## config.mk

```make
export PLATFORM = sky130hd
export DESIGN_NAME = multi_turn_joint_angle_tracker
export DESIGN_NICKNAME = d
export VERILOG_FILES = /design/src/hw/rtl/jmta_pkg.sv /design/src/hw/rtl/jmta_ram.sv /design/src/hw/rtl/jmta_update.sv /design/src/hw/rtl/multi_turn_joint_angle_tracker.sv
export SDC_FILE = /design/constraint.sdc
export NUM_CORES = 2
export LEC_CHECK = 0
export BUFFER_PORTS_ARGS = -buffer_cell sky130_fd_sc_hd__buf_2
export CELL_PAD_IN_SITES_DETAIL_PLACEMENT = 1
export CELL_PAD_IN_SITES_GLOBAL_PLACEMENT = 1
export CORE_UTILIZATION = 25
export CTS_CLUSTER_SIZE = 8
export DETAILED_ROUTE_END_ITERATION = 10
export GPL_ROUTABILITY_DRIVEN = 0
export PLACE_DENSITY = 0.46
export SKIP_CTS_REPAIR_TIMING = 1
export SLEW_MARGIN = 15
export SYNTH_ARGS = -nofsm -noshare
export SYNTH_HDL_FRONTEND = slang
export SYNTH_SLANG_ARGS = --single-unit
```

## constraint.sdc

```tcl
create_clock -name clock -period 13.6 [get_ports clock]
set_input_delay 2.04 -clock clock [delete_from_list [all_inputs] [get_ports clock]]
set_output_delay 2.04 -clock clock [all_outputs]
set_load 0.05 [all_outputs]
```

## src/hw/rtl/jmta_pkg.sv

```systemverilog
// ----------------------------------------------------------------------------
// Joint angle tracker package
// Shared types, fixed-point turn constants and the angle wrap function.
// ----------------------------------------------------------------------------
package jmta_pkg;

   localparam int SampleW = 20;
   localparam int ExtW    = 48;
   localparam int ThrW    = 19;

   typedef logic signed [SampleW-1:0] sample_type;
   typedef logic signed [ExtW-1:0]    ext_type;
   typedef logic [ThrW-1:0]           thr_type;

   typedef enum logic {
      OP_INIT   = 1'b0,
      OP_UPDATE = 1'b1
   } op_type;

   typedef struct packed {
      logic       initialized;
      sample_type previous;
      sample_type remainder;
      ext_type    extended;
   } joint_state_type;

   // One full turn and half a turn in Q.16 radians.
   localparam logic signed [SampleW:0] TwoPiS   = 21'sd411775;
   localparam logic signed [SampleW:0] PiS      = 21'sd205887;
   localparam logic signed [SampleW:0] NegBound = PiS - TwoPiS;

   localparam thr_type ThrReset = 19'd205887;

   localparam longint ExtMaxL  = 64'sd140737488355327;
   localparam longint ExtMinL  = -64'sd140737488355328;
   localparam longint TwoPiL   = 64'sd411775;
   localparam ext_type ExtMaxQ = ext_type'(ExtMaxL);
   localparam ext_type ExtMinQ = ext_type'(ExtMinL);

   // Truncated remainders of the clip limits by one turn.
   localparam sample_type RemMax = sample_type'(ExtMaxL % TwoPiL);
   localparam sample_type RemMin = sample_type'(ExtMinL % TwoPiL);

   function automatic sample_type norm_angle(sample_type x);
      logic signed [SampleW:0] wide;
      logic signed [SampleW:0] r;
      wide = {x[SampleW-1], x};
      if (wide > PiS) begin
         r = wide - TwoPiS;
      end else if (wide <= NegBound) begin
         r = wide + TwoPiS;
      end else begin
         r = wide;
      end
      return r[SampleW-1:0];
   endfunction

endpackage

```

## src/hw/rtl/jmta_ram.sv

```systemverilog
// ----------------------------------------------------------------------------
// Generic RAM
// One write port and one read port with registered, read-first data.
// ----------------------------------------------------------------------------
module jmta_ram #(
   parameter int WIDTH = 8,
   parameter int DEPTH = 8,
   localparam int AW = (DEPTH > 1) ? $clog2(DEPTH) : 1
) (
   input  logic             clock,
   input  logic             wr_en,
   input  logic [AW-1:0]    wr_addr,
   input  logic [WIDTH-1:0] wr_data,
   input  logic             rd_en,
   input  logic [AW-1:0]    rd_addr,
   output logic [WIDTH-1:0] rd_data
);

   logic [WIDTH-1:0] mem_ff [DEPTH];
   logic [WIDTH-1:0] rd_data_ff;

   always_ff @(posedge clock) begin
      if (wr_en) begin
         mem_ff[wr_addr] <= wr_data;
      end
      if (rd_en) begin
         rd_data_ff <= mem_ff[rd_addr];
      end
   end

   assign rd_data = rd_data_ff;

endmodule

```

## src/hw/rtl/jmta_update.sv

```systemverilog
// ----------------------------------------------------------------------------
// Joint angle update
// Computes a joint's next tracker state and its result from one request.
// ----------------------------------------------------------------------------
module jmta_update
   import jmta_pkg::*;
(
   input  op_type          op,
   input  logic            in_range,
   input  sample_type      sample,
   input  thr_type         threshold,
   input  joint_state_type cur,
   output joint_state_type nxt,
   output ext_type         result,
   output logic            saturated
);

   logic signed [SampleW:0]   diff;
   logic [SampleW:0]          mag;
   logic                      jump;
   sample_type                ns;
   sample_type                np;
   logic signed [SampleW:0]   delta;
   logic signed [ExtW+1:0]    sum;
   logic signed [SampleW+1:0] rd;
   logic signed [SampleW+1:0] r;
   logic signed [SampleW+1:0] t22;
   logic                      neg;
   logic                      clip_hi;
   logic                      clip_lo;
   joint_state_type           upd;

   always_comb begin
      ns    = norm_angle(sample);
      np    = norm_angle(cur.previous);
      diff  = {sample[SampleW-1], sample} - {cur.previous[SampleW-1], cur.previous};
      mag   = diff[SampleW] ? (SampleW+1)'(-diff) : (SampleW+1)'(diff);
      jump  = mag >= {2'b00, threshold};
      delta = {ns[SampleW-1], ns} - {np[SampleW-1], np};
      neg   = cur.extended[ExtW-1];
      t22   = (SampleW+2)'(TwoPiS);

      // The remainder by one turn follows the stored one, so no division is needed.
      if (jump) begin
         sum = (ExtW+2)'(cur.extended) + (ExtW+2)'(delta);
         rd  = (SampleW+2)'(cur.remainder) + (SampleW+2)'(delta);
      end else begin
         sum = (ExtW+2)'(cur.extended) - (ExtW+2)'(cur.remainder) + (ExtW+2)'(sample)
               - (neg ? (ExtW+2)'(TwoPiS) : (ExtW+2)'(0));
         rd  = (SampleW+2)'(sample);
      end

      if (!sum[ExtW+1]) begin
         if (rd < -t22) begin
            r = rd + t22 + t22;
         end else if (rd < 0) begin
            r = rd + t22;
         end else if (rd < t22) begin
            r = rd;
         end else begin
            r = rd - t22;
         end
      end else begin
         if (rd > t22) begin
            r = rd - t22 - t22;
         end else if (rd > 0) begin
            r = rd - t22;
         end else if (rd > -t22) begin
            r = rd;
         end else begin
            r = rd + t22;
         end
      end

      clip_hi = sum > (ExtW+2)'(ExtMaxQ);
      clip_lo = sum < (ExtW+2)'(ExtMinQ);

      upd.initialized = cur.initialized;
      upd.previous    = sample;
      if (clip_hi) begin
         upd.extended  = ExtMaxQ;
         upd.remainder = RemMax;
      end else if (clip_lo) begin
         upd.extended  = ExtMinQ;
         upd.remainder = RemMin;
      end else begin
         upd.extended  = sum[ExtW-1:0];
         upd.remainder = r[SampleW-1:0];
      end

      nxt       = cur;
      result    = '0;
      saturated = 1'b0;
      if (in_range) begin
         case (op)
            OP_INIT: begin
               if (!cur.initialized) begin
                  nxt.initialized = 1'b1;
                  nxt.previous    = ns;
                  nxt.remainder   = ns;
                  nxt.extended    = ExtW'(ns);
               end
               result = nxt.extended;
            end
            OP_UPDATE: begin
               nxt       = upd;
               result    = upd.extended;
               saturated = clip_hi | clip_lo;
            end
            default: begin
               nxt = cur;
            end
         endcase
      end
   end

endmodule

```

## src/hw/rtl/multi_turn_joint_angle_tracker.sv

```systemverilog
// ----------------------------------------------------------------------------
// Multi-turn joint angle tracker
// Unwraps single-turn joint angles into saturated multi-turn angles per joint.
// ----------------------------------------------------------------------------
// Requests pass the input stage and response register, one per cycle unless
// the response stalls. The rate is set by the per-joint state RAM
// read-modify-write, with the last write forwarded to the next request.
// Reset clears the per-joint valid bits, so every joint reads as zero and
// uninitialized, and sets the jump threshold to 205887. No clearing pass runs.
module multi_turn_joint_angle_tracker
   import jmta_pkg::*;
#(
   parameter int NUM_JOINTS = 8
) (
   input  logic        clock,
   input  logic        reset,
   input  logic        req_tvalid,
   output logic        req_tready,
   input  logic [23:0] req_tdata,   // joint_index[2:0], sensor_angle[22:3]
   input  logic [0:0]  req_tuser,   // op[0]
   output logic        rsp_tvalid,
   input  logic        rsp_tready,
   output logic [55:0] rsp_tdata,   // joint_out[2:0], extended_angle[50:3]
   output logic [0:0]  rsp_tuser,   // saturated[0]
   input  logic        csr_tvalid,
   output logic        csr_tready,
   input  logic [23:0] csr_tdata    // jump_threshold[18:0]
);

   localparam int AW = (NUM_JOINTS > 1) ? $clog2(NUM_JOINTS) : 1;
   localparam int IW = (AW > 3) ? AW : 3;
   localparam int SW = $bits(joint_state_type);

   logic                  req_accept;
   logic                  s1_adv;
   logic [2:0]            req_joint;
   logic [IW-1:0]         req_jx;
   logic [AW-1:0]         req_addr;
   logic                  req_in_range;

   logic                  s1_valid_ff;
   op_type                s1_op_ff;
   logic [2:0]            s1_joint_ff;
   sample_type            s1_sample_ff;
   logic                  s1_in_range_ff;
   logic                  s1_entry_ok_ff;
   logic [IW-1:0]         s1_jx;
   logic [AW-1:0]         s1_addr;

   logic [NUM_JOINTS-1:0] valid_ff;
   logic [NUM_JOINTS-1:0] valid_in;
   logic                  fwd_valid_ff;
   logic [AW-1:0]         fwd_addr_ff;
   joint_state_type       fwd_state_ff;

   logic [SW-1:0]         ram_rd_data;
   logic                  wr_en;
   joint_state_type       cur_state;
   joint_state_type       nxt_state;
   ext_type               result;
   logic                  saturated;

   logic                  rsp_valid_ff;
   logic [2:0]            rsp_joint_ff;
   ext_type               rsp_ext_ff;
   logic                  rsp_sat_ff;
   thr_type               thr_ff;

   assign req_joint    = req_tdata[2:0];
   assign req_jx       = IW'(req_joint);
   assign req_addr     = req_jx[AW-1:0];
   assign req_in_range = {4'b0000, req_joint} < 7'(NUM_JOINTS);
   assign s1_jx        = IW'(s1_joint_ff);
   assign s1_addr      = s1_jx[AW-1:0];

   assign s1_adv     = s1_valid_ff && (!rsp_valid_ff || rsp_tready);
   assign req_tready = !s1_valid_ff || s1_adv;
   assign req_accept = req_tvalid && req_tready;
   assign wr_en      = s1_adv && s1_in_range_ff;
   assign csr_tready = 1'b1;

   jmta_ram #(
      .WIDTH(SW),
      .DEPTH(NUM_JOINTS)
   ) u_state_ram (
      .clock  (clock),
      .wr_en  (wr_en),
      .wr_addr(s1_addr),
      .wr_data(nxt_state),
      .rd_en  (req_accept),
      .rd_addr(req_addr),
      .rd_data(ram_rd_data)
   );

   always_comb begin
      if (fwd_valid_ff && (fwd_addr_ff == s1_addr)) begin
         cur_state = fwd_state_ff;
      end else if (s1_entry_ok_ff) begin
         cur_state = joint_state_type'(ram_rd_data);
      end else begin
         cur_state = '0;
      end
   end

   jmta_update u_update (
      .op       (s1_op_ff),
      .in_range (s1_in_range_ff),
      .sample   (s1_sample_ff),
      .threshold(thr_ff),
      .cur      (cur_state),
      .nxt      (nxt_state),
      .result   (result),
      .saturated(saturated)
   );

   always_comb begin
      valid_in = valid_ff;
      if (wr_en) begin
         valid_in[s1_addr] = 1'b1;
      end
   end

   always_ff @(posedge clock) begin
      if (reset) begin
         s1_valid_ff  <= 1'b0;
         rsp_valid_ff <= 1'b0;
         fwd_valid_ff <= 1'b0;
         valid_ff     <= '0;
         thr_ff       <= ThrReset;
      end else begin
         valid_ff <= valid_in;
         if (req_accept) begin
            s1_valid_ff <= 1'b1;
         end else if (s1_adv) begin
            s1_valid_ff <= 1'b0;
         end
         if (s1_adv) begin
            rsp_valid_ff <= 1'b1;
         end else if (rsp_tready) begin
            rsp_valid_ff <= 1'b0;
         end
         if (wr_en) begin
            fwd_valid_ff <= 1'b1;
         end
         if (csr_tvalid) begin
            thr_ff <= csr_tdata[ThrW-1:0];
         end
      end
   end

   always_ff @(posedge clock) begin
      if (req_accept) begin
         s1_op_ff       <= op_type'(req_tuser[0]);
         s1_joint_ff    <= req_joint;
         s1_sample_ff   <= req_tdata[22:3];
         s1_in_range_ff <= req_in_range;
         s1_entry_ok_ff <= req_in_range && valid_ff[req_addr];
      end
      if (wr_en) begin
         fwd_addr_ff  <= s1_addr;
         fwd_state_ff <= nxt_state;
      end
      if (s1_adv) begin
         rsp_joint_ff <= s1_joint_ff;
         rsp_ext_ff   <= result;
         rsp_sat_ff   <= saturated;
      end
   end

   assign rsp_tvalid = rsp_valid_ff;
   assign rsp_tdata  = {5'b00000, rsp_ext_ff, rsp_joint_ff};
   assign rsp_tuser  = rsp_sat_ff;

   a_sat_at_limit: assert property (@(posedge clock) disable iff (reset)
      (rsp_valid_ff && rsp_sat_ff) |-> (rsp_ext_ff == ExtMaxQ || rsp_ext_ff == ExtMinQ))
      else $error("Saturated response is not at a range limit.");

   a_rem_sign: assert property (@(posedge clock) disable iff (reset)
      wr_en |-> ((nxt_state.extended[ExtW-1] ? (nxt_state.remainder <= 0)
                                              : (nxt_state.remainder >= 0))
                 && (nxt_state.remainder < TwoPiS)
                 && (nxt_state.remainder > -TwoPiS)))
      else $error("Stored turn remainder disagrees with the extended angle.");

   a_accept_fills: assert property (@(posedge clock) disable iff (reset)
      req_accept |=> s1_valid_ff)
      else $error("Accepted request did not reach the input stage.");

   a_adv_responds: assert property (@(posedge clock) disable iff (reset)
      s1_adv |=> (rsp_valid_ff && (rsp_joint_ff == $past(s1_joint_ff))))
      else $error("Advancing request did not produce its response.");

endmodule
```

After elaboration in Yosys (flattened, before gate mapping)

Memories as Yosys holds them, arrays and structs flattened. A register that Yosys moved wholly into a read port is not among the register bits.
Cells that the tools add are included.

Bits in registers: 196
Bits in writable memories: 712
Input port bits: 54
Output and inout bits: 60
Logic and storage cells: 95
Memories: 1

Add/subtract/negate cells: 16
Order comparisons: 16
Equality and inequality tests: 1
Muxes and demuxes: 32
Bitwise operators: 3
Reduce and logical (&&, ||, !) cells: 10

Memories:

| memory             | words | width | read ports | clocked after memory_dff | wr ports | RTL line       | text |
|---|---|---|---|---|---|---|---|
| u_state_ram.mem_ff | 8     | 89    | 1          | 1                        | 1        | jmta_ram.sv:19 | `logic [WIDTH-1:0] mem_ff [DEPTH];` |

Operator list:

| kind                                                              | number |
|---|---|
| 2-to-1 mux 20 bit                                                 | 11 |
| 2-to-1 mux 89 bit                                                 | 2 |
| one-hot mux 89 bit (2 select lines)                               | 1 |
| 2-to-1 mux 68 bit                                                 | 2 |
| one-hot mux 48 bit (2 select lines)                               | 1 |
| 2-to-1 mux 88 bit                                                 | 1 |
| adder 20 bit (second input constant)                              | 4 |
| subtractor 20 bit (second input constant)                         | 4 |
| adder 49 x 20 -> 50 bit                                           | 1 |
| > comparator 50 x 48 -> 1 bit (second input constant)             | 1 |
| less-than comparator 50 x 48 -> 1 bit (second input constant)     | 1 |
| 2-to-1 mux 50 bit                                                 | 1 |
| subtractor 50 bit                                                 | 1 |
| adder 48 x 21 -> 49 bit                                           | 1 |
| subtractor 48 x 20 -> 49 bit                                      | 1 |
| > comparator 22 x 20 -> 1 bit (second input constant)             | 2 |
| less-than comparator 22 x 20 -> 1 bit (second input constant)     | 2 |
| subtractor 20 x 20 -> 21 bit                                      | 2 |
| > comparator 20 x 19 -> 1 bit (second input constant)             | 2 |
| less-or-equal comparator 20 x 19 -> 1 bit (second input constant) | 2 |
| adder 20 x 21 -> 22 bit                                           | 1 |
| > comparator 22 x 1 -> 1 bit (second input constant)              | 1 |
| less-than comparator 22 x 1 -> 1 bit (second input constant)      | 1 |
| 2-to-1 mux 22 bit                                                 | 1 |
| other kinds (17)                                                  | 31 |

Logic depth before layout (Yosys ltp)

Depth in word-level cells: 17
Depth in mapped cells: 61

Modules after synthesis

A second synthesis with hierarchy kept.

Cell total of the unflattened synthesis: 4493
Area, all modules: 56402.8 sq um

By module, submodules not included:

| module                         | instances | cells each | area an instance (sq um) | seq. area each (sq um) |
|---|---|---|---|---|
| jmta_ram                       | 1         | 1131       | 29502.0                  | 24053.1 |
| jmta_update                    | 1         | 2786       | 19005.7                  | 0.0 |
| multi_turn_joint_angle_tracker | 1         | 576        | 7895.1                   | 5585.4 |

Least setup slack after synthesis

No wires, ideal clock.

Path type: input -> register
From: input port rsp_tready
To: memory u_state_ram.mem_ff[1][0] in the netlist's numbering, enable pin
Arrival: 13.174 ns
Path slack: -0.222 ns
Stages: 4
Path buffers: 0
Cells stage by stage: nor2b_1 -> nor2b_1 -> nand2_1 -> nor3_1

Word-level cells in the longest chain between the ends: 4

Ends and longest elaborated chain:

| element                                | RTL line                             | text |
|---|---|---|
| from (decl)                            | multi_turn_joint_angle_tracker.sv:22 | `input logic rsp_tready,` |
| logical OR 1 bit                       | multi_turn_joint_angle_tracker.sv:76 | `assign s1_adv = s1_valid_ff && (!rsp_valid_ff \|\| rsp_tready);` |
| logical AND 1 bit                      | multi_turn_joint_angle_tracker.sv:76 |  |
| net s1_adv                             | multi_turn_joint_angle_tracker.sv:35 | `logic s1_adv;` |
| 2-to-1 mux 1 bit                       | jmta_ram.sv:23                       | `if (wr_en) begin` |
| 2-to-1 mux 1 bit (not written as such) | jmta_ram.sv:24                       | `mem_ff[wr_addr] <= wr_data;` |
| to (decl)                              | jmta_ram.sv:19                       |  |

The timed path passes the listed nets, and every way through them passes these cells.

==> metrics <==
status=completed; HPWL after detailed placement=141000 um; Final setup viols=0; busiest grt layer=met2; Worst path depth=60; crit path capture=u_state_ram.mem_ff[5][9]; syn avg cell area=12.1 um^2; Pleak=0.0226 uW; M2 GR Usage=0.299; initial DRC count=roughly 2500; adder-cell share of the synthesized area=0.0632; Worst Skew=0.0800 ns; register area share after synthesis=0.512; DR vias/cell=between 5 and 6; total grt overflow=0; 1st-pass router iterations=7; Post-Syn Instances=4568; Die ar.=roughly 220000 um^2; Horiz. Die Dim=between 400 and 500 um; Core ar.=218000 um^2; f_max=78.6 MHz; Core Util, Final=0.291; largest net degree at the start of global routing=100; VDD IR max=0.000114 V; mux cell area share after synthesis=0.109; Crit path required time=14.13 ns; EDFF count, synth=~920; met3 usage=0.0257; worst hold path type=flip-flop to flip-flop; simple-gate area share of the yosys netlist=0.113; Die Span Y=about 470 um; via count=39100; final hold violation count=0; Routed WL=slightly above 200000 um; CTS tree=done; crit end category=flip-flop; Buffers & Inverters on Critical Path=8; Critical R2R Capture=u_state_ram.mem_ff[5][9]; Reg2Reg Setup Slack=0.88 ns; Worst-path clk slew=about 0.060 ns; R2R depth=60; nets=5038; first-pass GRT wire length=298000 um; largest family of logic cells by synthesized area=compound AO/OA/AOI/OAI gates; Unique masters post-synth=126; RR Startpoint=s1_addr[0]; DR WL/cell=27.1 um; slew margin rel.=0.236; Tot Pwr=12400 uW; Async S/R FF share, synth=0; CTS H-Tree Depth=4; share of layout cells above drive strength 1=0.191; GRT Resource Usage Total=0.184; crit path kind=flip-flop to flip-flop; Buffers on Ports=101; Critical-path top delay cell=a2111o_1; Skew-Pair Late Insertion Delay=between 0.8 and 0.9 ns; crit path time final=12.72 ns; initial antenna violation count=9; max_cap viols=0; top_reg_cell synth=edfxtp_1; sum of negative setup slack=0 ns; fin crit share=0.935; Finished Cell Area=~64000 um^2; most common cell after layout, fill and taps aside=edfxtp_1; Clock Sink Count=949; Root Buffer=clkbuf_16; power density over the cells=about 200 nW/um^2; most frequent cells in the layout=919 x edfxtp_1, 410 x nand2_1, 286 x a21oi_1; Yosys reg bits=949; hold slack=0.472 ns; P&R area growth vs syn=15.3%; Worst Setup SP=s1_addr[0]; Worst-Margin Slew=between 1 and 1.5 ns; final slew viol count=0; xor-xnor portion of the synthesized cell area=0.0406; IO Pins=roughly 110; post-synthesis compound-gate area fraction=0.127; CTS buffer count=around 140; Antenna Nets Post-Route=0; GR Util met1=0.253; vias in the first global route=41200; netlist area before placement=~55000 um^2; CP Launch Type=flip-flop; CP top delay family=compound AO/OA/AOI/OAI gates; RSZ-0062 raised after global routing=no; row cnt=about 170; starting density of the core=0.253; clk buf depth=3; DR DRC count=0; Worst Path Arrival=13.25 ns; critical path's largest stage delay=0.46 ns; Placed Area=59500 um^2; CP Max Fanout=15; YS warnings=0
-- power by group --
part / switching, uW / internal (uW) / total [uW] / leakage (uW)
clock network: 1310 / 1920 / 3230 / 0.00192
registers: 73.2 / 3730 / 3800 / 0.00868
logic: 3540 / 1830 / 5370 / 0.0120
total: 4930 / 7470 / 12400 / 0.0226
-- worst min path at each step --
stage,startpoint,end,depth (start not counted),slack [ns]
finish,valid_ff[7],valid_ff[7],2,0.47
CTS,valid_ff[5],valid_ff[5],2,0.47
global placement,valid_ff[6],valid_ff[6],2,0.45
floorplan,valid_ff[2],valid_ff[2],2,0.43
detailed placement,valid_ff[5],valid_ff[5],2,0.46
global route,valid_ff[5],valid_ff[5],2,0.50
-- synth_stat cells (59+ instances only) --
master / count / area, um^2
a21o_1: 80 / 601
xnor2_1: 156 / 1370
edfxtp_1: 919 / 27600
o21ai_0: 209 / 1050
o211ai_1: 68 / 510
mux2_2: 108 / 1220
nand2_1: 411 / 1540
ha_1: 216 / 2700
nand3_1: 139 / 696
a21oi_1: 286 / 1430
xor2_1: 80 / 701
inv_1: 145 / 544
buf_4: 59 / 443
nor2_1: 292 / 1100
clkbuf_1: 144 / 541
mux4_2: 180 / 4050
-- metrics by stage --
stage / setup slack, ns / std cells
6_report: 0.879 / 7623
5_1_grt: 0.00979 / 7621
4_1_cts: 0.199 / 7616
3_5_place_dp: 0.353 / 7444
3_3_place_gp: 0.226 / 7444
2_1_floorplan: 2.07 / 4572
-- area by class of cell --
type                       count  area [um^2]
fill                       23700       154000
sequential                   949        28200
multi-input combinational   3193        25100
clock buffer                 153         3580
tap                         2854         3570
timing repair buffer         300         2130
inverter                     151          567
clock inverter                19          369
antenna                        4         10.0
-- worst reg2reg max path: cells and delay by family, from the launching register on --
| kind | cells | cell delay, ns |
|---|---|---|
| fa+ha+maj | 2 | 0.60 |
| mux | 1 | 0.33 |
| xor+xnor | 2 | 0.35 |
| buf+inv | 8 | 1.82 |
| compound gates | 34 | 7.34 |
| simple gates | 13 | 1.54 |
| flops | 1 | 0.45 |
-- flip-flops by register name, indices dropped and copies added (netlist names) --
name and flops:
u_state_ram.mem_ff 712, fwd_state_ff 89, u_state_ram.rd_data 89, s1_sample_ff 20, thr_ff 19, valid_ff 8, rsp_joint_ff 3, s1_addr 3
fwd_valid_ff 1, rsp_tuser 1, rsp_tvalid 1, s1_entry_ok_ff 1, s1_op_ff 1, s1_valid_ff 1
-- layer usage --
layer  vias up  part of all wire
met1     20400              0.47
li1      17700                 -
met2       768              0.47
met4         4             0.025
met3       250             0.036
met5         -          0.000082
-- kinds of logic after synthesis --
family                     count (synthesis)
and+or+nand+nor                         1278
AOI/OAI and AO/OA                       1054
DFF                                      949
buffers and inverters                    430
muxes                                    349
adders and majority gates                260
xor gates and xnor gates                 246
other                                      2
No activity file was read; power rests on OpenSTA's default activity.
